[src/rtl/tks_pkg.sv]
// ----------------------------------------------------------------------------
// Touch key scanner package
// Field widths, item layout, register codes and control structs.
// ----------------------------------------------------------------------------
package tks_pkg;

  localparam int RAW_W   = 22;
  localparam int CFG_W   = 22;
  localparam int FREQ_W  = 16;
  localparam int KEY_W   = 2;
  localparam int INT_W   = 12;
  localparam int IDX_W   = 3;
  localparam int MAX_PADS = 4;

  localparam int IN_W         = 96;
  localparam int PAD_VALID_LSB = MAX_PADS * RAW_W;
  localparam int BUTTON_BIT   = PAD_VALID_LSB + MAX_PADS;
  localparam int OUT_USED     = 1 + KEY_W + INT_W + 1 + FREQ_W + 1;
  localparam int OUT_W        = 40;

  localparam int DIG_W        = 7;
  localparam int REM_W        = 3;
  localparam int DN_W         = DIG_W + REM_W;
  localparam int RECIP5       = 205;
  localparam int RECIP5_SHIFT = 10;
  localparam int DPROD_W      = DN_W + 8;

  localparam int BASE_DIV     = 100;

  localparam int DIV_W        = INT_W + CFG_W;
  localparam int DIV_STEPS    = INT_W / 2;
  localparam int DCNT_W       = 3;
  localparam logic [INT_W-1:0] INT_MAX = 12'd4095;

  localparam logic [CFG_W-1:0]  TRIGGER_RST = 22'd50000;
  localparam logic [CFG_W-1:0]  RELEASE_RST = 22'd20000;
  localparam logic [CFG_W-1:0]  SPAN_RST    = 22'd100000;
  localparam logic [FREQ_W-1:0] FREQ0_RST   = 16'd261;
  localparam logic [FREQ_W-1:0] FREQ1_RST   = 16'd329;
  localparam logic [FREQ_W-1:0] FREQ2_RST   = 16'd392;
  localparam logic [FREQ_W-1:0] FREQ3_RST   = 16'd523;

  typedef enum logic [IDX_W-1:0] {
    REG_TRIGGER = 3'd0,
    REG_RELEASE = 3'd1,
    REG_SPAN    = 3'd2,
    REG_FREQ0   = 3'd3,
    REG_FREQ1   = 3'd4,
    REG_FREQ2   = 3'd5,
    REG_FREQ3   = 3'd6
  } cfg_reg_t;

  typedef struct packed {
    logic start;
    logic cal_load;
    logic adapt_go;
  } lane_ctrl_t;

  typedef struct packed {
    logic active;
    logic done;
  } merge_stat_t;

endpackage

[src/rtl/tks_lane.sv]
// ----------------------------------------------------------------------------
// Touch key scanner pad lane
// Smoothing, delta to baseline and baseline tracking for one pad.
// ----------------------------------------------------------------------------
module tks_lane #(
  parameter int COUNT_BITS = 22,
  parameter int FRAC_BITS  = 8
) (
  input  logic                        clk,
  input  logic                        rst,
  input  tks_pkg::lane_ctrl_t         ctrl,
  input  logic [tks_pkg::RAW_W-1:0]   raw,
  input  logic                        pad_valid,
  input  logic                        adapt,
  output logic                        act,
  output logic [COUNT_BITS-1:0]       delta,
  output logic                        done
);

  localparam int SM_W   = COUNT_BITS + FRAC_BITS;
  localparam int SUM_W  = SM_W + 3;
  localparam int DIGITS = (SUM_W + tks_pkg::DIG_W - 1) / tks_pkg::DIG_W;
  localparam int PAD_W  = DIGITS * tks_pkg::DIG_W;
  localparam int CNT_W  = $clog2(DIGITS + 1);
  localparam int PROD_W = 2 * COUNT_BITS;
  localparam logic [63:0] RECIP100_FULL = (64'd1 << COUNT_BITS) / 64'(tks_pkg::BASE_DIV);
  localparam logic [COUNT_BITS-1:0] RECIP100 = RECIP100_FULL[COUNT_BITS-1:0];

  logic [SM_W-1:0]                  smoothed;
  logic [COUNT_BITS-1:0]            baseline;
  logic [COUNT_BITS-1:0]            raw_q;
  logic [PAD_W-1:0]                 num;
  logic [PAD_W-1:0]                 quo;
  logic [tks_pkg::REM_W-1:0]        rem;
  logic [CNT_W-1:0]                 cnt;
  logic                             fin;
  logic                             ad_en;
  logic                             ad_neg;
  logic [COUNT_BITS-1:0]            ad_x;
  logic [COUNT_BITS-1:0]            ad_q0;

  logic [COUNT_BITS-1:0]            raw_m;
  logic [SM_W-1:0]                  raw_fx;
  logic [SUM_W-1:0]                 sum;
  logic [tks_pkg::DIG_W-1:0]        digit;
  logic [tks_pkg::DN_W-1:0]         dn;
  logic [tks_pkg::DPROD_W-1:0]      dprod;
  logic [tks_pkg::DIG_W-1:0]        qd;
  logic [tks_pkg::DN_W-1:0]         dr;
  logic [SM_W-1:0]                  sm_new;
  logic [SM_W-1:0]                  base_fx;
  logic [SM_W-1:0]                  diff;
  logic [COUNT_BITS-1:0]            ax;
  logic [PROD_W-1:0]                aprod;
  logic [COUNT_BITS-1:0]            a100;
  logic [COUNT_BITS-1:0]            ar;
  logic                             acorr;
  logic [COUNT_BITS-1:0]            aq;
  logic [COUNT_BITS-1:0]            ar2;
  logic [COUNT_BITS-1:0]            baseline_next;

  assign raw_m  = COUNT_BITS'(raw);
  assign raw_fx = {raw_m, {FRAC_BITS{1'b0}}};
  assign sum    = (SUM_W'(smoothed) << 1) + SUM_W'(raw_fx) + (SUM_W'(raw_fx) << 1)
                + SUM_W'(2);

  // divide by five, one seven-bit digit per cycle
  assign digit = num[PAD_W-1 -: tks_pkg::DIG_W];
  assign dn    = {rem, digit};
  assign dprod = tks_pkg::DPROD_W'(dn) * tks_pkg::DPROD_W'(tks_pkg::RECIP5);
  assign qd    = dprod[tks_pkg::RECIP5_SHIFT +: tks_pkg::DIG_W];
  assign dr    = dn - (tks_pkg::DN_W'(qd) << 2) - tks_pkg::DN_W'(qd);

  assign sm_new  = quo[SM_W-1:0];
  assign base_fx = {baseline, {FRAC_BITS{1'b0}}};
  assign diff    = (sm_new >= base_fx) ? (sm_new - base_fx) : (base_fx - sm_new);

  // baseline moves by floor((raw - base) / 100)
  assign ax    = (raw_q >= baseline) ? (raw_q - baseline) : (baseline - raw_q);
  assign aprod = PROD_W'(ax) * PROD_W'(RECIP100);
  assign a100  = ad_q0 * COUNT_BITS'(tks_pkg::BASE_DIV);
  assign ar    = ad_x - a100;
  assign acorr = (ar >= COUNT_BITS'(tks_pkg::BASE_DIV));
  assign aq    = ad_q0 + COUNT_BITS'(acorr);
  assign ar2   = acorr ? (ar - COUNT_BITS'(tks_pkg::BASE_DIV)) : ar;
  assign baseline_next = ad_neg ? (baseline - aq - COUNT_BITS'(ar2 != '0))
                                : (baseline + aq);

  always_ff @(posedge clk) begin
    if (rst) begin
      smoothed <= '0;
      baseline <= '0;
      cnt      <= '0;
      fin      <= 1'b0;
      done     <= 1'b0;
      ad_en    <= 1'b0;
      act      <= 1'b0;
    end else begin
      done  <= fin;
      fin   <= (cnt == CNT_W'(1));
      ad_en <= ctrl.adapt_go && adapt;
      if (ctrl.start) begin
        act <= pad_valid;
        cnt <= CNT_W'(DIGITS);
      end else if (cnt != '0) begin
        cnt <= cnt - CNT_W'(1);
      end
      if (ctrl.cal_load && pad_valid) begin
        baseline <= raw_m;
        smoothed <= raw_fx;
      end
      if (fin && act) begin
        smoothed <= sm_new;
      end
      if (ad_en) begin
        baseline <= baseline_next;
      end
    end
  end

  always_ff @(posedge clk) begin
    if (ctrl.start) begin
      raw_q <= raw_m;
      num   <= PAD_W'(sum);
      rem   <= '0;
    end else if (cnt != '0) begin
      num <= num << tks_pkg::DIG_W;
      quo <= {quo[PAD_W-tks_pkg::DIG_W-1:0], qd};
      rem <= dr[tks_pkg::REM_W-1:0];
    end
    if (fin) begin
      delta <= diff[SM_W-1:FRAC_BITS];
    end
    if (ctrl.adapt_go) begin
      ad_x   <= ax;
      ad_neg <= (raw_q < baseline);
      ad_q0  <= aprod[PROD_W-1:COUNT_BITS];
    end
  end

endmodule

[config.mk]
export PLATFORM = sky130hd
export DESIGN_NAME = tks_lane
export DESIGN_NICKNAME = d
export VERILOG_FILES = /design/src/rtl/tks_pkg.sv /design/src/rtl/tks_lane.sv
export SDC_FILE = /design/constraint.sdc
export NUM_CORES = 1
export LEC_CHECK = 0
export BUFFER_PORTS_ARGS = -buffer_cell sky130_fd_sc_hd__buf_2
export CORE_MARGIN = 5
export CORE_UTILIZATION = 25
export DETAILED_ROUTE_END_ITERATION = 8
export GPL_TIMING_DRIVEN = 0
export PLACE_DENSITY = 0.48
export SLEW_MARGIN = 20
export SYNTH_ARGS = -nofsm -noshare
export SYNTH_HDL_FRONTEND = slang
export SYNTH_SLANG_ARGS = --single-unit
[constraint.sdc]
create_clock -name clk -period 9.5 [get_ports clk]
set_clock_uncertainty 0.15 [all_clocks]
set_input_delay 1.9 -clock clk [delete_from_list [all_inputs] [get_ports clk]]
set_output_delay 1.9 -clock clk [all_outputs]
set_load 0.05 [all_outputs]
# Yosys cells after proc, flatten, opt, wreduce, memory -nomap -nowiden
# Index checks and enable logic that the tools add are counted.
# word_totals
ff_bits,210
input_bits,29
out_inout_bits,24
# op_classes
addsub,16
multipliers,3
n_lt_le_gt_ge,4
n_eq_ne,1
n_mux,12
bitwise,1
reduce_logical,10
# op_table
operator,n
22-bit 2-to-1 mux,5
30-bit 2-to-1 mux,3
33-bit 2-to-1 mux,2
22-bit subtractor,3
30-bit subtractor,2
"22-bit by 16-bit multiplier with 38-bit output, second input constant",1
32-bit by 31-bit adder with 33-bit output,1
"33-bit by 2-bit adder with 33-bit output, second input constant",1
31-bit by 30-bit adder with 32-bit output,1
30-bit >= comparator,1
22-bit by 17-bit adder with 22-bit output,1
22-bit >= comparator,1
"22-bit by 7-bit >= comparator with 1-bit output, second input constant",1
22-bit less-than comparator,1
22-bit nonzero test,1
22-bit by 1-bit subtractor with 22-bit output,1
22-bit by 17-bit subtractor with 22-bit output,1
"22-bit by 7-bit subtractor with 22-bit output, second input constant",1
"16-bit by 5-bit multiplier with 20-bit output, second input constant",1
16-bit by 1-bit adder with 17-bit output,1
"10-bit by 8-bit multiplier with 17-bit output, second input constant",1
3-bit 2-to-1 mux,2
2-bit nonzero test,3
3-bit subtractor,2
other kinds (7),9

# Depth between registers and ports, before layout
# depth
depth_word,8
ltp_mapped,44
ltp_nobuf,44

# Least setup slack after synthesis
# OpenSTA, ideal clock, no wires.
# synth_timing
path_kind,reg2reg
from,register baseline[1]
to,"register ad_q0[11], data pin"
setup_time_ps,258
arrival_ps,8790
slack_ps,302
stages_incl_launch_ff,34
synth_period_minus_slack_ps,9198
cell_sequence,dfxtp_1 -> inv_1 -> fa_1 -> a21o_1 -> a221oi_2 -> a22oi_1 -> a31oi_1 -> o311ai_2 -> nand2_2 -> buf_2 -> buf_2 -> o21ai_0 -> o21ai_0 -> xor2_1 -> fa_1 -> ha_1 -> fa_1 -> fa_1 -> inv_1 -> fa_1 -> inv_1 -> fa_1 -> ha_1 -> a211o_1 -> nand4bb_1 -> a311oi_1 -> nor2_1 -> o41a_1 -> o211ai_1 -> a31oi_1 -> and2_1 -> o21a_1 -> nor2_1 -> xnor2_1
# synth_between
elab_chain_len,3
word_cells_on_any_way,5
cone_classes,add/sub (2); mul (1); order compare (1); mux (1)
# synth_rtl
element,line,rtl
"start, declared",tks_lane.sv:30,logic [COUNT_BITS-1:0] baseline;
"start signal, assigned",tks_lane.sv:109,baseline <= raw_m;
"start signal, assigned",tks_lane.sv:116,baseline <= baseline_next;
22-bit subtractor / 22-bit >= comparator (equally long branches),tks_lane.sv:79,assign ax = (raw_q >= baseline) ? (raw_q - baseline) : (baseline - raw_q);
22-bit 2-to-1 mux *,tks_lane.sv:79,
named net ax[6],tks_lane.sv:53,logic [COUNT_BITS-1:0] ax;
22-bit by 16-bit multiplier with 38-bit output *,tks_lane.sv:80,assign aprod = PROD_W'(ax) * PROD_W'(RECIP100);
named net aprod[33],tks_lane.sv:54,logic [PROD_W-1:0] aprod;
"end signal, assigned",tks_lane.sv:137,ad_q0 <= aprod[PROD_W-1:COUNT_BITS];
"end, declared",tks_lane.sv:40,logic [COUNT_BITS-1:0] ad_q0;
# Mark *: on every way through the listed nets, which the timed path passes. The rest lies on a longest branch.
# A chain may end at the register's enable or synchronous reset.

# Final worst setup path
# layout_timing
from,register ad_q0[3]
to,register baseline[20]
# layout_between
elab_chain_len,8
word_cells_on_any_way,12
cone_classes,add/sub (6); mul (1); order compare (1); mux (3); reduce/logical (1)
# layout_rtl
element,line,rtl
16-bit by 5-bit multiplier with 20-bit output,tks_lane.sv:81,assign a100 = ad_q0 * COUNT_BITS'(tks_pkg::BASE_DIV);
22-bit subtractor,tks_lane.sv:82,assign ar = ad_x - a100;
22-bit by 7-bit >= comparator with 1-bit output / 22-bit by 7-bit subtractor with 22-bit output (equally long branches),"tks_lane.sv:83, tks_lane.sv:85",
16-bit by 1-bit adder with 17-bit output / 22-bit 2-to-1 mux (equally long branches),"tks_lane.sv:84, tks_lane.sv:85",
22-bit by 17-bit subtractor with 22-bit output / 22-bit nonzero test (equally long branches),tks_lane.sv:86,assign baseline_next = ad_neg ? (baseline - aq - COUNT_BITS'(ar2 != '0))
22-bit by 1-bit subtractor with 22-bit output,tks_lane.sv:86,
22-bit 2-to-1 mux *,tks_lane.sv:86,
22-bit 2-to-1 mux *,tks_lane.sv:115,if (ad_en) begin
# Every way passes the cells marked *; elsewhere a longest branch is shown, timed or not.

==> results.py <==
metrics = {
    "outcome": {
        "outcome": "completed",
    },
    "setup_path": {
        "path_common_cell": "ha_4",
        "required_ps": 9860,
        "end_kind": "register",
        "crit_type": "register to register",
        "r2r_start": "ad_q0[3]",
        "cpPeakStageDelay_ps": 570,
        "cp.arrival_ps": 9570,
        "crit_fanout": 4,
        "startpoint": "ad_q0[3]",
        "cp-start-kind": "register",
        "critPathSlowestCell": "fa_2",
    },
    "die": {
        "start_util_pct": 25.1,
        "die_w_um": 332,
        "placementRows": 118,
        "die-area_mm2": 0.110,
        "core_area_mm2": 0.103,
        "die_height_um": 332,
        "io_pins": 53,
    },
    "cells_and_area": {
        "multiInputGateArea_mm2": 0.0197,
        "final_nets": 3566,
        "utilization_pct": 30.1,
        "fillCellCount": 10700,
        "final_common_cell": "ha_1",
        "stdcell_area_mm2": 0.0310,
        "most-common-layout-cells": "417 x ha_1, 402 x inv_1, 194 x fa_1",
        "regArea_mm2": 0.00565,
        "drive_gt1_share_pct": 15.1,
        "area_growth_pct": 20.0,
    },
    "timing": {
        "worstMarginPinSlew_ps": 1050,
        "period_share_pct": 97.0,
        "fmax_ghz": 0.109,
        "fin_crit_ps": 9210,
        "rsz0062_at_grt": "true",
        "finalHoldViolCount": 0,
        "setup_viol_count_final": 0,
        "timing.final.max_slew_violations": 0,
        "slew_headroom_pct": 30.2,
    },
    "synthesis": {
        "synth.distinct_cells": 84,
        "syn_area_mm2": 0.0259,
        "avgSynthCellArea_um2": 9.56,
        "ys_seq_area_share_pct": 21.8,
        "synth_area_leader_cell": "ha_1",
        "ys_ff_latch": 209,
        "synth_top_flop_cell": "edfxtp_1",
        "syn_inst": 2707,
        "synth_top_cells_by_area": "ha_1 22%, edfxtp_1 17%, fa_1 16%",
        "synth_edf_count": 145,
        "yosysWarnings": 0,
        "synth_top_area_share_pct": 22.3,
        "synthArstFlopShare_pct": 0,
        "syn_nets": 3402,
    },
    "route": {
        "avgRoutedWirePerCell_um": 17.9,
        "post-route-drc-count": 0,
        "wirelength_mm": 76.3,
        "vias_per_cell": 4.66,
        "final_antenna_net_count": 0,
        "vias": 19900,
        "drt_iter0_markers": 1276,
        "drtPass1Iterations": 5,
    },
    "placed_design": {
        "place_area_mm2": 0.0280,
        "port_buffers": 52,
        "dp_hpwl_mm": 62.1,
        "gp_congestion": 0.892,
    },
    "clocking": {
        "hold_buffers": 0,
        "htreeDepth": 1,
        "cts_tree": "done",
        "clock_latency_ps": 600,
        "cts_made_buffers": 28,
        "root_buffer": "clkbuf_16",
        "clk_path_buf_depth": 3,
        "cts_sinks": 209,
        "clkSlewWorstSetupHoldPaths_ps": 60,
    },
    "global_route": {
        "grt_usage_pct": 13.4,
        "met3_usage_pct": 1.65,
        "grtUsageMet2_pct": 22.2,
        "grt-ovfl-total": 0,
        "grt_max_degree": 41,
        "grt_pass1_wl_mm": 118,
        "top_usage_layer": "met2",
        "grt_pass1_vias": 19800,
        "grt_util_met1_pct": 18.9,
        "antenna_found_initial": 3,
    },
    "min_path": {
        "worst_hold_path_type": "register to register",
        "hold_path.startpoint": "quo[7]",
    },
    "flow_run": {
        "drv_cap": 0,
    },
}
## timing repair
item,CTS,global route
resized for setup,101,151
endpoints found under the setup margin,30,18
buffers inserted,38,49
pin swaps,26,109
## final timing paths
path / to / slack, ps / depth (start not counted)
setup / recovery: baseline[20] / 290 / 44
hold / removal: quo[14] / 350 / 0
setup reg to reg: baseline[20] / 290 / 44
hold reg to reg: quo[14] / 350 / 0
## cells in the mapped netlist, types with 47 or more instances
| master | instances |
|---|---|
| dfxtp_1 | 64 |
| o21ai_0 | 84 |
| nand2_1 | 158 |
| fa_1 | 204 |
| a21oi_1 | 170 |
| inv_1 | 414 |
| clkbuf_1 | 47 |
| ha_1 | 462 |
| edfxtp_1 | 145 |
| xnor2_1 | 115 |
| nor2_1 | 156 |
| a21o_1 | 66 |
| xor2_1 | 56 |
## cell families after synthesis
kind of cell    synth area share [%]
xor+xnor                        5.79
simple gates                    10.1
flops                           21.8
buf+inv                         7.13
compound gates                  15.2
fa+ha+maj                       38.1
mux                             1.90
## area by class of cell
type,count,share of cell area (%)
sequential,209,18.2
clock inverter,16,0.718
tap,1380,5.56
multi-input combinational,2015,63.5
antenna,2,0.0161
buffer,59,0.975
timing repair buffer,144,3.56
clock buffer,35,2.37
inverter,414,5.05
## through the flow
| step | setup TNS (ps) | worst slack, ps | instances | hold slack (ps) |
|---|---|---|---|---|
| floorplan | 0 | 302 | 2707 | 291 |
| global placement | -38650 | -2460 | 4139 | 332 |
| detailed placement | -34290 | -2250 | 4144 | 340 |
| CTS | -6.50 | -6.50 | 4225 | 354 |
| global route | -567 | -121 | 4272 | 361 |
| finish | 0 | 288 | 4274 | 353 |
## critical path: cells and delay by family (launching register included)
kind | cells | cell delay, ps
AOI/OAI and AO/OA | 20 | 3980
xor gates and xnor gates | 2 | 420
adders and majority gates | 8 | 2590
buffers and inverters | 5 | 670
DFF | 1 | 470
and+or+nand+nor | 9 | 850
## state kept, by name, summed over array words and instances (netlist names)
signal    cells
ad_x         22
cnt           3
baseline     22
done          1
ad_neg        1
raw_q        22
ad_q0        16
act           1
delta        22
ad_en         1
smoothed     30
fin           1
quo          30
rem           3
num          34
## layer usage
layer | wire length, um | vias up
met5 | 0 | -
met4 | 1830 | 0
met3 | 3020 | 82
met2 | 35400 | 396
met1 | 36100 | 9727
li1 | - | 9715
Power is left out: the tool's default activity adds up to more than one toggle a clock period on the data nets, which glitch-free logic cannot reach.
