File: src/rtl/tks_pkg.sv
// ----------------------------------------------------------------------------
// Touch key scanner package
// Field widths, item layout, register codes and control structs.
// ----------------------------------------------------------------------------
package tks_pkg;

  localparam int RAW_W   = 22;
  localparam int CFG_W   = 22;
  localparam int FREQ_W  = 16;
  localparam int KEY_W   = 2;
  localparam int INT_W   = 12;
  localparam int IDX_W   = 3;
  localparam int MAX_PADS = 4;

  localparam int IN_W         = 96;
  localparam int PAD_VALID_LSB = MAX_PADS * RAW_W;
  localparam int BUTTON_BIT   = PAD_VALID_LSB + MAX_PADS;
  localparam int OUT_USED     = 1 + KEY_W + INT_W + 1 + FREQ_W + 1;
  localparam int OUT_W        = 40;

  localparam int DIG_W        = 7;
  localparam int REM_W        = 3;
  localparam int DN_W         = DIG_W + REM_W;
  localparam int RECIP5       = 205;
  localparam int RECIP5_SHIFT = 10;
  localparam int DPROD_W      = DN_W + 8;

  localparam int BASE_DIV     = 100;

  localparam int DIV_W        = INT_W + CFG_W;
  localparam int DIV_STEPS    = INT_W / 2;
  localparam int DCNT_W       = 3;
  localparam logic [INT_W-1:0] INT_MAX = 12'd4095;

  localparam logic [CFG_W-1:0]  TRIGGER_RST = 22'd50000;
  localparam logic [CFG_W-1:0]  RELEASE_RST = 22'd20000;
  localparam logic [CFG_W-1:0]  SPAN_RST    = 22'd100000;
  localparam logic [FREQ_W-1:0] FREQ0_RST   = 16'd261;
  localparam logic [FREQ_W-1:0] FREQ1_RST   = 16'd329;
  localparam logic [FREQ_W-1:0] FREQ2_RST   = 16'd392;
  localparam logic [FREQ_W-1:0] FREQ3_RST   = 16'd523;

  typedef enum logic [IDX_W-1:0] {
    REG_TRIGGER = 3'd0,
    REG_RELEASE = 3'd1,
    REG_SPAN    = 3'd2,
    REG_FREQ0   = 3'd3,
    REG_FREQ1   = 3'd4,
    REG_FREQ2   = 3'd5,
    REG_FREQ3   = 3'd6
  } cfg_reg_t;

  typedef struct packed {
    logic start;
    logic cal_load;
    logic adapt_go;
  } lane_ctrl_t;

  typedef struct packed {
    logic active;
    logic done;
  } merge_stat_t;

endpackage

File: src/rtl/tks_merge.sv
// ----------------------------------------------------------------------------
// Touch key scanner merge stage
// Picks the strongest touched pad and scales its delta to an intensity.
// ----------------------------------------------------------------------------
module tks_merge #(
  parameter int NUM_KEYS   = 4,
  parameter int COUNT_BITS = 22
) (
  input  logic                                   clk,
  input  logic                                   rst,
  input  logic                                   select,
  input  logic [NUM_KEYS-1:0]                    act,
  input  logic [NUM_KEYS-1:0][COUNT_BITS-1:0]    deltas,
  input  logic [tks_pkg::CFG_W-1:0]              trigger_threshold,
  input  logic [tks_pkg::CFG_W-1:0]              release_threshold,
  input  logic [tks_pkg::CFG_W-1:0]              intensity_span,
  output logic [NUM_KEYS-1:0]                    adapt,
  output tks_pkg::merge_stat_t                   stat,
  output logic [tks_pkg::KEY_W-1:0]              key,
  output logic [tks_pkg::INT_W-1:0]              intensity
);

  localparam int CMP_W = (COUNT_BITS > tks_pkg::CFG_W) ? COUNT_BITS : tks_pkg::CFG_W;

  logic                               active;
  logic                               sat;
  logic                               done;
  logic [tks_pkg::DCNT_W-1:0]         dcnt;
  logic [tks_pkg::DIV_W-1:0]          rem;
  logic [tks_pkg::DIV_W-1:0]          dvs;
  logic [tks_pkg::INT_W-1:0]          quo;

  logic [COUNT_BITS-1:0]              best;
  logic [tks_pkg::KEY_W-1:0]          best_key;
  logic                               any;
  logic                               win;
  logic [NUM_KEYS-1:0]                adapt_next;
  logic [COUNT_BITS-1:0]              range;
  logic                               sat_c;
  logic [tks_pkg::CFG_W-1:0]          rng;
  logic [tks_pkg::DIV_W-1:0]          dividend;
  logic                               ge1;
  logic                               ge0;
  logic [tks_pkg::DIV_W-1:0]          r1;
  logic [tks_pkg::DIV_W-1:0]          dvs_h;
  logic [tks_pkg::DIV_W-1:0]          r0;

  always_comb begin
    best       = '0;
    best_key   = '0;
    any        = 1'b0;
    win        = 1'b0;
    adapt_next = '0;
    for (int i = 0; i < NUM_KEYS; i++) begin
      win = act[i] && (CMP_W'(deltas[i]) > CMP_W'(trigger_threshold)) && (deltas[i] > best);
      if (win) begin
        best     = deltas[i];
        best_key = tks_pkg::KEY_W'(i);
        any      = 1'b1;
      end
      adapt_next[i] = act[i] && !win
                    && (CMP_W'(deltas[i]) < CMP_W'(release_threshold));
    end
  end

  assign range    = best - COUNT_BITS'(trigger_threshold);
  assign sat_c    = (intensity_span == '0) || (CMP_W'(range) >= CMP_W'(intensity_span));
  assign rng      = tks_pkg::CFG_W'(range);
  assign dividend = (tks_pkg::DIV_W'(rng) << tks_pkg::INT_W) - tks_pkg::DIV_W'(rng);

  // two quotient bits per cycle against a right-shifting divisor
  assign ge1   = (rem >= dvs);
  assign r1    = ge1 ? (rem - dvs) : rem;
  assign dvs_h = dvs >> 1;
  assign ge0   = (r1 >= dvs_h);
  assign r0    = ge0 ? (r1 - dvs_h) : r1;

  always_ff @(posedge clk) begin
    if (rst) begin
      active <= 1'b0;
      dcnt   <= '0;
      done   <= 1'b0;
    end else begin
      done <= (dcnt == tks_pkg::DCNT_W'(1));
      if (select) begin
        active <= any;
        dcnt   <= tks_pkg::DCNT_W'(tks_pkg::DIV_STEPS);
      end else if (dcnt != '0) begin
        dcnt <= dcnt - tks_pkg::DCNT_W'(1);
      end
    end
  end

  always_ff @(posedge clk) begin
    if (select) begin
      key   <= best_key;
      adapt <= adapt_next;
      sat   <= any && sat_c;
      rem   <= any ? dividend : '0;
      dvs   <= tks_pkg::DIV_W'(intensity_span) << (tks_pkg::INT_W - 1);
    end else if (dcnt != '0) begin
      rem <= r0;
      dvs <= dvs >> 2;
      quo <= {quo[tks_pkg::INT_W-3:0], ge1, ge0};
    end
  end

  assign intensity   = active ? (sat ? tks_pkg::INT_MAX : quo) : '0;
  assign stat.active = active;
  assign stat.done   = done;

endmodule

File: config.mk
export PLATFORM = sky130hd
export DESIGN_NAME = tks_merge
export DESIGN_NICKNAME = d
export VERILOG_FILES = /design/src/rtl/tks_pkg.sv /design/src/rtl/tks_merge.sv
export SDC_FILE = /design/constraint.sdc
export NUM_CORES = 1
export LEC_CHECK = 0
export BUFFER_PORTS_ARGS = -buffer_cell sky130_fd_sc_hd__buf_2
export CORE_UTILIZATION = 60
export CTS_CLUSTER_SIZE = 24
export DETAILED_ROUTE_END_ITERATION = 16
export GPL_TIMING_DRIVEN = 0
export PLACE_DENSITY = 0.83
export SLEW_MARGIN = 20
export SYNTH_ARGS = -nofsm -noshare
export SYNTH_HDL_FRONTEND = slang
export SYNTH_SLANG_ARGS = --single-unit
File: constraint.sdc
create_clock -name clk -period 19.9 [get_ports clk]
set_input_delay 4.975 -clock clk [delete_from_list [all_inputs] [get_ports clk]]
set_output_delay 4.975 -clock clk [all_outputs]
set_load 0.02 [all_outputs]
# After elaboration in Yosys (flattened, before gate mapping)
# Index checks and enable logic that the tools add are counted.
# W data, S select, Z words.
[totals]
inputBits = 161
reg_bits = 91
wordCells = 83
output_inout_bits = 20
[op_classes]
n_eq_ne = 1
bitwise = 1
muxes = 21
addsub = 5
n_lt_le_gt_ge = 15
reduce_logical = 28
[ops]
columns = ["op", "n"]
rows = [
  ["$mux W34", 5],
  ["$gt A22 B22 Y1", 7],
  ["$lt A22 B22 Y1", 4],
  ["$mux W22", 4],
  ["$mux W33", 2],
  ["$ge A34 B32 Y1", 1],
  ["$ge A34 B33 Y1", 1],
  ["$sub A34 B22 Y34", 1],
  ["$sub A34 B32 Y34", 1],
  ["$sub A34 B33 Y34", 1],
  ["$mux W12", 2],
  ["$ge A22 B22 Y1", 1],
  ["$gt A22 B1 Y1 const B", 1],
  ["$logic_not A22 Y1", 1],
  ["$sub A22 B22 Y22", 1],
  ["$logic_and A1 B1 Y1", 17],
  ["$mux W1", 6],
  ["$mux W3", 2],
  ["$logic_not A1 Y1", 4],
  ["$reduce_or A2 Y1", 2],
  ["$eq A3 B1 Y1 const B", 1],
  ["$reduce_bool A3 Y1", 1],
  ["$sub A3 B1 Y3 const B", 1],
  ["$reduce_and A2 Y1", 1],
  ["3 further kinds", 3],
]

# Logic depth before layout (Yosys ltp)
# Gate-level depths: netlist (run 1).
[logic_depth]
word_depth = 17
mapped_depth = 61
depth_no_buf = 54

# Least setup slack after synthesis (run 1)
# Ideal clock, no wire load.
[synth_timing]
path_type = "input-to-reg"
from = "input trigger_threshold[12] (netlist bit)"
to = "register rem[29] (netlist bit) (data pin)"
required_time_ps = 19639
n_path_buf = 7
arrival_time_ps = 16477
setup_ps = 261
slack_ps = 3163
stages = 55
cell_sequence = "inv_1 -> ha_1 -> and4_1 -> and4_1 -> a211oi_1 -> and2_1 -> clkbuf_1 -> clkbuf_1 -> buf_1 -> nand2_1 -> ha_1 -> and4_1 -> and4_1 -> a21bo_2 -> a41oi_1 -> o311ai_4 -> clkbuf_1 -> nor2_1 -> [19 not listed] -> o21ai_0 -> fa_1 -> a211oi_2 -> o31ai_2 -> o2111ai_2 -> a21oi_2 -> a21boi_0 -> xnor2_1 -> inv_1 -> ha_1 -> and4_1 -> nand3_1 -> nor4_2 -> nor3_1 -> maj3_2 -> o21ba_1 -> and4b_1 -> o32a_1"
[synth_between]
elab_chain_cells = 17
elab_cells_between_ends = 27
[synth_lines]
columns = ["element", "line_no", "rtl"]
rows = [
  ["from (decl)", "tks_merge.sv:14", "input logic [tks_pkg::CFG_W-1:0] trigger_threshold,"],
  ["$gt A22 B22 Y1", "tks_merge.sv:55", "win = act[i] && (CMP_W'(deltas[i]) > CMP_W'(trigger_threshold)) && (deltas[i] > best);"],
  ["$logic_and A1 B1 Y1 (2 in a row)", "tks_merge.sv:55", ""],
  ["$mux W22", "tks_merge.sv:56", "if (win) begin"],
  ["$gt A22 B22 Y1", "tks_merge.sv:55", ""],
  ["$logic_and A1 B1 Y1", "tks_merge.sv:55", ""],
  ["$mux W22", "tks_merge.sv:56", ""],
  ["$gt A22 B22 Y1", "tks_merge.sv:55", ""],
  ["$logic_and A1 B1 Y1", "tks_merge.sv:55", ""],
  ["$mux W22", "tks_merge.sv:56", ""],
  ["$gt A22 B22 Y1", "tks_merge.sv:55", ""],
  ["$logic_and A1 B1 Y1", "tks_merge.sv:55", ""],
  ["$mux W22", "tks_merge.sv:56", ""],
  ["$sub A22 B22 Y22", "tks_merge.sv:66", "assign range = best - COUNT_BITS'(trigger_threshold);"],
  ["$sub A34 B22 Y34", "tks_merge.sv:69", "assign dividend = (tks_pkg::DIV_W'(rng) << tks_pkg::INT_W) - tks_pkg::DIV_W'(rng);"],
  ["$mux W34 (*)", "tks_merge.sv:99", "rem <= any ? dividend : '0;"],
  ["$mux W34 (*)", "tks_merge.sv:95", "if (select) begin"],
  ["to (signal assigned)", "tks_merge.sv:99", ""],
  ["to (signal assigned)", "tks_merge.sv:102", "rem <= r0;"],
  ["to (decl)", "tks_merge.sv:29", "logic [tks_pkg::DIV_W-1:0] rem;"],
]
# Mark *: on every way between the ends. The rest lies on a longest branch, timed or not.
# A chain may end at the register's enable or synchronous reset.

# Worst setup path in the final report (run 1)
[layout_timing]
from = "input trigger_threshold[21] (netlist bit)"
to = "register rem[31] (netlist bit) (data pin)"
# The elaborated chain is that of the path after synthesis.

==> results.toml, run 1 <==
[detailed_routing]
dr.pass1.iters = 5
drt_wl_total_mm = 57.2
antenna_left = 0
viasPerCell = 6.52
wl_per_cell_um = 21.5
vias = 17300
drc = 0
dr.first_iter.drc_count = 1195

[hold_path]
hold_start = "quo[5]$_DFFE_PP_"
hold_path_class = "flop to flop"
holdPathEnd = "quo[7]$_DFFE_PP_"
hold_depth = 0

[clock_network]
numCtsBuffers = 9
clk_path_buf_depth = 2
cts.clk_slew.worst_paths_ps = 80
postCtsHoldBufs = 0
cts.sink_count = 91
cts_tree = "yes"
cts_root_buf = "clkbuf_16"
htree_levels = 3
clkLatencyLatePin_ps = 370

[place]
place_area_um2 = 18200
dp_hpwl_mm = 48.0
gp_congestion = 1.02
dpl_worst_slack_ps = -1600
io_buffers = 180
place_inst = 2638

[synthesis]
yosysMostFrequentCell = "ha_1"
post-synth-top-area-cell = "ha_1"
synth_area_per_cell_um2 = 8.06
syn-cell-area_um2 = 16800
syn_inst = 2085
synth_top_area_frac = 0.266
ys_top_cells_by_area = "ha_1 27%, edfxtp_1 13%, a21oi_1 4.9%"
async_flop_share = 0
synth.distinct_cells = 94
ys_warn_count = 0
synth_ff_type = "edfxtp_1"
synth-edff-count = 75
syn-num-nets = 2606
synth_commonest_cells = "357 x ha_1, 191 x inv_1, 165 x a21oi_1"
seq_area_frac_synth = 0.153
ys_ff_latch = 91

[floorplanning]
die_h_um = 169
dieArea_um2 = 28700
dieWidth_um = 169
io_pins = 181
rows = 60
core-area_um2 = 27200
start_util = 0.618

[timing]
clock.fmax_ghz = 0.0512
worstMarginPinSlew_ps = 869
worst_slack_ps = 359
hold_viol = 0
post-route-min-period_ps = 19540
drv_slew = 0
slew_headroom = 0.415
setup_viol = 0
fin_skew_ps = 19.2
holdWs_ps = 458
post-route-period-util = 0.982
rsz0062_at_grt = "false"

[global_route]
grt_overflow = 0
track_usage = 0.397
grt_pass1_wl_mm = 88.4
antenna_found_initial = 2
grt_max_degree = 39
grt_pass1_vias = 17100

[final_layout]
fill_cells = 2365
syn_to_final_growth_pct = 10.8
seq_area_um2 = 2570
fin_area_um2 = 18600
drive_above_1_share = 0.133
multi_input_area_um2 = 13400
finalNonFillerCells = 2656
fin_nets = 2799

[setup_path]
worstRegToRegCells = 24
cp_slowest_cell = "nor4_4"
cp.required_ps = 19970
cp_slowest_stage_delay_ps = 460
end_kind = "flop"
crit-reg2reg-capture = "rem[32]$_DFFE_PP_"
crit_type = "primary input to flop"
startpoint = "trigger_threshold[21]"
crit_arrival_ps = 19610
crit_path_frequent_cell = "ha_1"
cp_max_fo = 10
cp-start-kind = "primary input"
reg2reg_from = "dvs[18]$_DFFE_PP_"
reg2reg_slack_ps = 11770

[power_and_ir_drop]
p_leak_uw = 0.00886
vdd_ir_drop_max_mv = 0.0869
p_per_area_nw_per_um2 = 160

[status]
outcome = "complete, no violations"

[run]
cap_violations = 0
==> routing by layer <==
metal	wire length, um	vias to the layer above	global-route usage
met4	4920	0	0.316
met3	3600	246	0.0499
met1	21800	8071	0.439
li1	-	8207	-
met5	0	-	0
met2	26900	793	0.690
==> power by group <==
group	internal, uW	leakage (uW)	total [uW]	switching (uW)
registers	303	0.000911	337	33.5
logic	1000	0.00779	2450	1450
clock network	96.4	0.000155	186	89.4
==> flip-flops by register name, summed over array words and instances, names as in the netlist <==
register	cells
active	1
adapt	4
dcnt	3
done	1
dvs	33
key	2
quo	12
rem	34
sat	1
==> per-stage QoR <==
stage	setup TNS [ps]	utilization	total power (uW)
5_1_grt	0	0.685	3210
4_1_cts	0	0.683	2910
6_report	0	0.685	2980
2_1_floorplan	0	-	2150
3_3_place_gp	-17280	0.669	2650
3_5_place_dp	-24970	0.670	2710
==> layout make-up <==
| cell class | count | share of cell area |
|---|---|---|
| multi-input cells | 1748 | 0.718 |
| flip-flops and latches | 91 | 0.138 |
| repair buffers | 182 | 0.0499 |
| inverters | 194 | 0.0391 |
| well taps | 372 | 0.0250 |
| clock buffers | 10 | 0.0134 |
| plain buffers | 52 | 0.0130 |
| clock inverters | 6 | 0.00349 |
| diodes | 1 | 0.000134 |
==> worst max path at each step <==
stage                              to  depth (start not counted)
floorplan           rem[29]$_DFFE_PP_                         55
global placement    rem[29]$_DFFE_PP_                         56
detailed placement  rem[29]$_DFFE_PP_                         56
CTS                 rem[31]$_DFFE_PP_                         61
global route        rem[21]$_DFFE_PP_                         58
finish              rem[31]$_DFFE_PP_                         60
==> critical path, delay by kind of cell <==
family,cells,cell delay (ps)
and+or+nand+nor,18,4110
AOI/OAI and AO/OA,21,4630
xor gates and xnor gates,2,580
adders and majority gates,6,1980
muxes,1,380
buffers and inverters,12,2880
==> cells by family (layout without fill, tap and decap cells) <==
kind of cell	Yosys count	after routing	share of synthesized area
mux	71	71	0.0449
xor+xnor	89	89	0.0464
buf+inv	246	444	0.0567
flops	91	91	0.153
other cells	0	1	0
fa+ha+maj	361	361	0.270
compound gates	636	636	0.249
simple gates	591	591	0.180
==> cell usage in the layout (no fill, tap or decap), types with 41 or more instances in the layout <==
cell type	n
o21ai_0	129
buf_2	187
nand2_1	136
nand3_1	44
ha_1	357
a21oi_1	164
xnor2_1	55
edfxtp_1	75
inv_1	190
nor2_1	150
a21o_1	71
nand4_1	41
==> timing repair <==
action	in CTS	in global routing
gates resized for setup	12	22
endpoints found under the setup margin	20	17
endpoints found under the hold margin	0	0
buffers inserted	0	1
cloned	0	0
pin swaps	0	2
Power figures use the tool's default switching activity.
==> run 2, diff against run 1 <==
SETUP_SLACK_MARGIN = 0.5   (was unset)
==> run 2 against run 1 <==
  * Setup slack better by 430 ps
  * Critical path type unchanged
  * Clock power about the same
  * Largest cell class unchanged
  * Core utilization up 0.26 points
  * Final area up 0.38%
  * Final cell count about the same
  * Routed wire length up 0.13%
  * Combinational power about the same
  * Total power up 0.19%
  * Clock skew about the same
==> results.toml, run 2 (synthesis results as in run 1) <==
[setup_path]
cp_slowest_stage_delay_ps = 450
cp.required_ps = 19990
cp_max_fo = 10
crit_path_frequent_cell = "ha_1"
cp_slowest_cell = "nor4_4"
crit_type = "primary input to flop"
crit_arrival_ps = 19200
end_kind = "flop"
cp-start-kind = "primary input"

[detailed_routing]
vias = 17300
wl_per_cell_um = 21.5
dr.pass1.iters = 7
drt_wl_total_mm = 57.2
viasPerCell = 6.52
antenna_left = 0
dr.first_iter.drc_count = 1226
drc = 0

[final_layout]
fin_area_um2 = 18700
largest_reg_flops = 34
top_register = "rem"
final_cell_mix = "357 x ha_1, 190 x inv_1, 186 x buf_2, 163 x a21oi_1, 150 x nor2_1"
reg_top3 = "rem x34, dvs x33, quo x12"
syn_to_final_growth_pct = 11.2
final_common_cell = "ha_1"
drive_above_1_share = 0.137
fin_nets = 2801

[place]
dp_hpwl_mm = 48.0
io_buffers = 180
gp_congestion = 1.02
place_area_um2 = 18200
dpl_worst_slack_ps = -1600

[timing]
worst_slack_ps = 792
fin_skew_ps = 19.2
fin_tns_setup_ps = 0
hold_viol = 0
slew_headroom = 0.423
rsz0062_at_grt = "false"
clock.fmax_ghz = 0.0523
worstMarginPinSlew_ps = 859
post-route-min-period_ps = 19110
post-route-period-util = 0.960
setup_viol = 0
drv_slew = 0

[status]
outcome = "complete, no violations"

[floorplanning]
core-area_um2 = 27200
io_pins = 181
die_h_um = 169
rows = 60
dieArea_um2 = 28700
start_util = 0.618
dieWidth_um = 169

[clock_network]
cts.sink_count = 91
clkLatencyLatePin_ps = 360
cts_tree = "yes"
cts.clk_slew.worst_paths_ps = 70
cts_root_buf = "clkbuf_16"
htree_levels = 3
numCtsBuffers = 9
postCtsHoldBufs = 0
clk_path_buf_depth = 2

[run]
cap_violations = 0

[global_route]
grt_pass1_wl_mm = 88.5
antenna_found_initial = 2
grt_max_degree = 39
track_usage = 0.398
grt_overflow = 0
grt_pass1_vias = 17100

[power_and_ir_drop]
p_per_area_nw_per_um2 = 160
p_leak_uw = 0.00888
vdd_ir_drop_max_mv = 0.0881
p_total_uw = 2980

[hold_path]
hold_path_class = "flop to flop"
==> run 2: area by class of cell <==
type | count | area [um^2]
Antenna cell | 1 | 2.50
Buffer | 52 | 254
Clock buffer | 10 | 250
Clock inverter | 6 | 65.1
Fill cell | 2358 | 8490
Inverter | 194 | 728
Multi-Input combinational cell | 1748 | 13400
Sequential cell | 91 | 2570
Tap cell | 372 | 465
Timing Repair Buffer | 184 | 943
==> run 2: critical path, delay by kind of cell <==
family	cells	cell delay, ps
multiplexers	1	380
AND/OR/NAND/NOR	21	4710
buffers and inverters	12	2590
adder cells (fa/ha/maj)	7	2330
AO/OA/AOI/OAI	17	3810
XOR/XNOR	1	360
==> run 2: repair_timing <==
| action | in CTS | in global routing |
|---|---|---|
| pin swaps | 0 | 4 |
| buffers inserted | 0 | 3 |
| resized for setup | 23 | 20 |
| endpoints found under the setup margin | 25 | 19 |
| gates cloned | 0 | 0 |
==> run 2: final timing paths <==
check | slack [ps] | start | endpoint | cells after the start
setup / recovery | 790 | trigger_threshold[21] | rem[29]$_DFFE_PP_ | 59
hold / removal | 460 | quo[0]$_DFFE_PP_ | quo[2]$_DFFE_PP_ | 0
hold reg to reg | 460 | quo[0]$_DFFE_PP_ | quo[2]$_DFFE_PP_ | 0
setup reg to reg | 11740 | dvs[18]$_DFFE_PP_ | rem[32]$_DFFE_PP_ | 24
==> run 2: through the flow <==
stage	cells	hold WS (ps)	util
finish	2658	460	0.688
global route	2657	475	0.688
CTS	2654	454	0.684
detailed placement	2638	438	0.670
global placement	2637	434	0.669
floorplan	2085	421	-
==> run 2: report_power, final <==
group,leakage (uW),switching [uW],internal (uW)
Sequential,0.000911,33.3,303
Combinational,0.00781,1460,1000
Clock,0.000155,88.9,96.4
Total,0.00888,1580,1400
==> run 2: per-layer routing <==
layer  wire (um)  share of wire  vias to the layer above  global-route usage
li1            -              -                     8221                   -
met1       22100           0.39                     8105               0.440
met2       27200           0.48                      780               0.693
met3        3340          0.058                      226              0.0483
met4        4550          0.079                        0               0.313
met5           0              0                        -                   0
==> run 3, diff against run 2 <==
clock period = 17.8 ns   (was 19.9 ns; I/O delays follow)
==> run 3 against run 2 <==
  * Routed wire length increased by 1.7%
  * Count of clock-buffer cells in the layout unchanged
  * Global-route usage is 0.34 points higher
  * Worst hold slack worse by 8.3 ps
  * Combinational power up 15%
  * Critical path depth fell by 1
  * Non-clock buffer count up 43
  * Final area increased by 3.7%
  * Clock power up 12%
  * Critical path type unchanged
  * Final cell count up 1.6%
  * First-iteration DRC count increased by 7.6%
==> results.toml, run 3 (synthesis results as in run 1) <==
[final_layout]
syn_to_final_growth_pct = 15.3
final_common_cell = "ha_1"
drive_above_1_share = 0.171
finalNonFillerCells = 2701
largest_reg_flops = 34
reg_top3 = "rem x34, dvs x33, quo x12"
final_cell_mix = "344 x ha_1, 184 x buf_2, 183 x inv_1, 161 x a21oi_1, 149 x nor2_1"
final_util = 0.713
fin_nets = 2844
top_register = "rem"

[clock_network]
cts_root_buf = "clkbuf_16"
htree_levels = 3
clk_path_buf_depth = 2
cts.clk_slew.worst_paths_ps = 80
clkLatencyLatePin_ps = 370
numCtsBuffers = 9
cts_tree = "yes"
cts.sink_count = 91

[global_route]
grt_pass1_wl_mm = 89.4
antenna_found_initial = 2
track_usage = 0.401
grt_max_degree = 39
grt_overflow = 0
grt_pass1_vias = 17400

[detailed_routing]
dr.first_iter.drc_count = 1319
drc = 0
wl_per_cell_um = 21.6
drt_wl_total_mm = 58.2
vias = 17800
dr.pass1.iters = 6
antenna_left = 0
viasPerCell = 6.57

[setup_path]
crit_type = "primary input to flop"
cp_slowest_stage_delay_ps = 510
cp_slowest_cell = "nor4_4"
cp.required_ps = 17900
reg2reg_from = "dvs[18]$_DFFE_PP_"
crit_end = "rem[28]$_DFFE_PP_"
worstRegToRegCells = 24
cp-start-kind = "primary input"
end_kind = "flop"
crit-reg2reg-capture = "rem[32]$_DFFE_PP_"
cp_max_fo = 10
crit_path_frequent_cell = "ha_1"
startpoint = "trigger_threshold[20]"
reg2reg_slack_ps = 9650
crit_arrival_ps = 17260

[timing]
worstMarginPinSlew_ps = 991
clock.fmax_ghz = 0.0583
drv_slew = 0
worst_slack_ps = 647
slew_headroom = 0.331
fin_tns_setup_ps = 0
setup_viol = 0
hold_viol = 0
rsz0062_at_grt = "true"
fin_skew_ps = 18.4
post-route-min-period_ps = 17150
post-route-period-util = 0.964

[place]
gp_congestion = 1.02
place_inst = 2638
io_buffers = 180
dpl_worst_slack_ps = -3180
dp_hpwl_mm = 48.0

[power_and_ir_drop]
p_leak_uw = 0.00911
p_per_area_nw_per_um2 = 176
p_total_uw = 3410
vdd_ir_drop_max_mv = 0.0987

[floorplanning]
rows = 60
die_h_um = 169
dieArea_um2 = 28700
start_util = 0.618
core-area_um2 = 27200
io_pins = 181
dieWidth_um = 169

[run]
cap_violations = 0

[status]
outcome = "complete, no violations"

[hold_path]
hold_path_class = "flop to flop"
run 3: cell count changes in the layout (fill, tap and decap cells not counted), moves of 4 or more:
cell	delta
buf_4	+45
ha_4	+7
and4_1	-4
buf_6	+4
clkbuf_2	-4
ha_1	-13
inv_1	-7
ha_2	+6
buf_8	+4
run 3: where the power goes:
part | internal (uW) | leakage (uW) | switching (uW)
sequential | 339 | 0.000911 | 37.6
combinational | 1170 | 0.00805 | 1660
clock | 108 | 0.000155 | 99.5
total | 1620 | 0.00911 | 1790
run 3: repair_timing:
item / CTS / global route
buffers inserted: 19 / 27
gates resized for setup: 56 / 74
hold buffers: 0 / 0
endpoints found under the setup margin: 35 / 19
pin swaps: 18 / 30
run 3: how the worst min path moves through the flow:
stage / depth (start not counted) / startpoint / slack (ps) / endpoint
floorplan: 1 / dcnt[1]$_SDFFE_PP0P_ / 420 / done$_SDFF_PP0_
global placement: 0 / quo[8]$_DFFE_PP_ / 430 / quo[10]$_DFFE_PP_
detailed placement: 0 / quo[2]$_DFFE_PP_ / 440 / quo[4]$_DFFE_PP_
CTS: 0 / quo[2]$_DFFE_PP_ / 450 / quo[4]$_DFFE_PP_
global route: 1 / dcnt[1]$_SDFFE_PP0P_ / 470 / done$_SDFF_PP0_
finish: 0 / quo[5]$_DFFE_PP_ / 450 / quo[7]$_DFFE_PP_
run 3: routing by layer:
layer  share of wire  track usage  vias to the layer above
li1                -            -                     8301
met2            0.47        0.699                      894
met4           0.084        0.313                        0
met1            0.38        0.448                     8297
met3           0.064       0.0443                      258
met5               0            0                        -
run 3: worst max-delay path: cells and delay by family:
family | cells | cell delay (ps)
buffers and inverters | 13 | 2070
adders and majority gates | 6 | 1950
and+or+nand+nor | 22 | 4970
muxes | 2 | 720
AOI/OAI and AO/OA | 15 | 3040
run 3: per-stage QoR:
step	instance area, um^2	hold WS (ps)
after global placement	18200	434
after CTS	18900	454
after global routing	19400	474
after detailed placement	18200	438
final	19400	451
after floorplan	16800	421
run 3: area by class of cell:
type	instances	area [um^2]
inverter	194	742
tap	372	465
buffer	52	314
timing repair buffer	227	1270
clock buffer	10	250
sequential	91	2570
clock inverter	6	65.1
antenna	1	2.50
fill	2260	7790
multi-input combinational	1748	13700
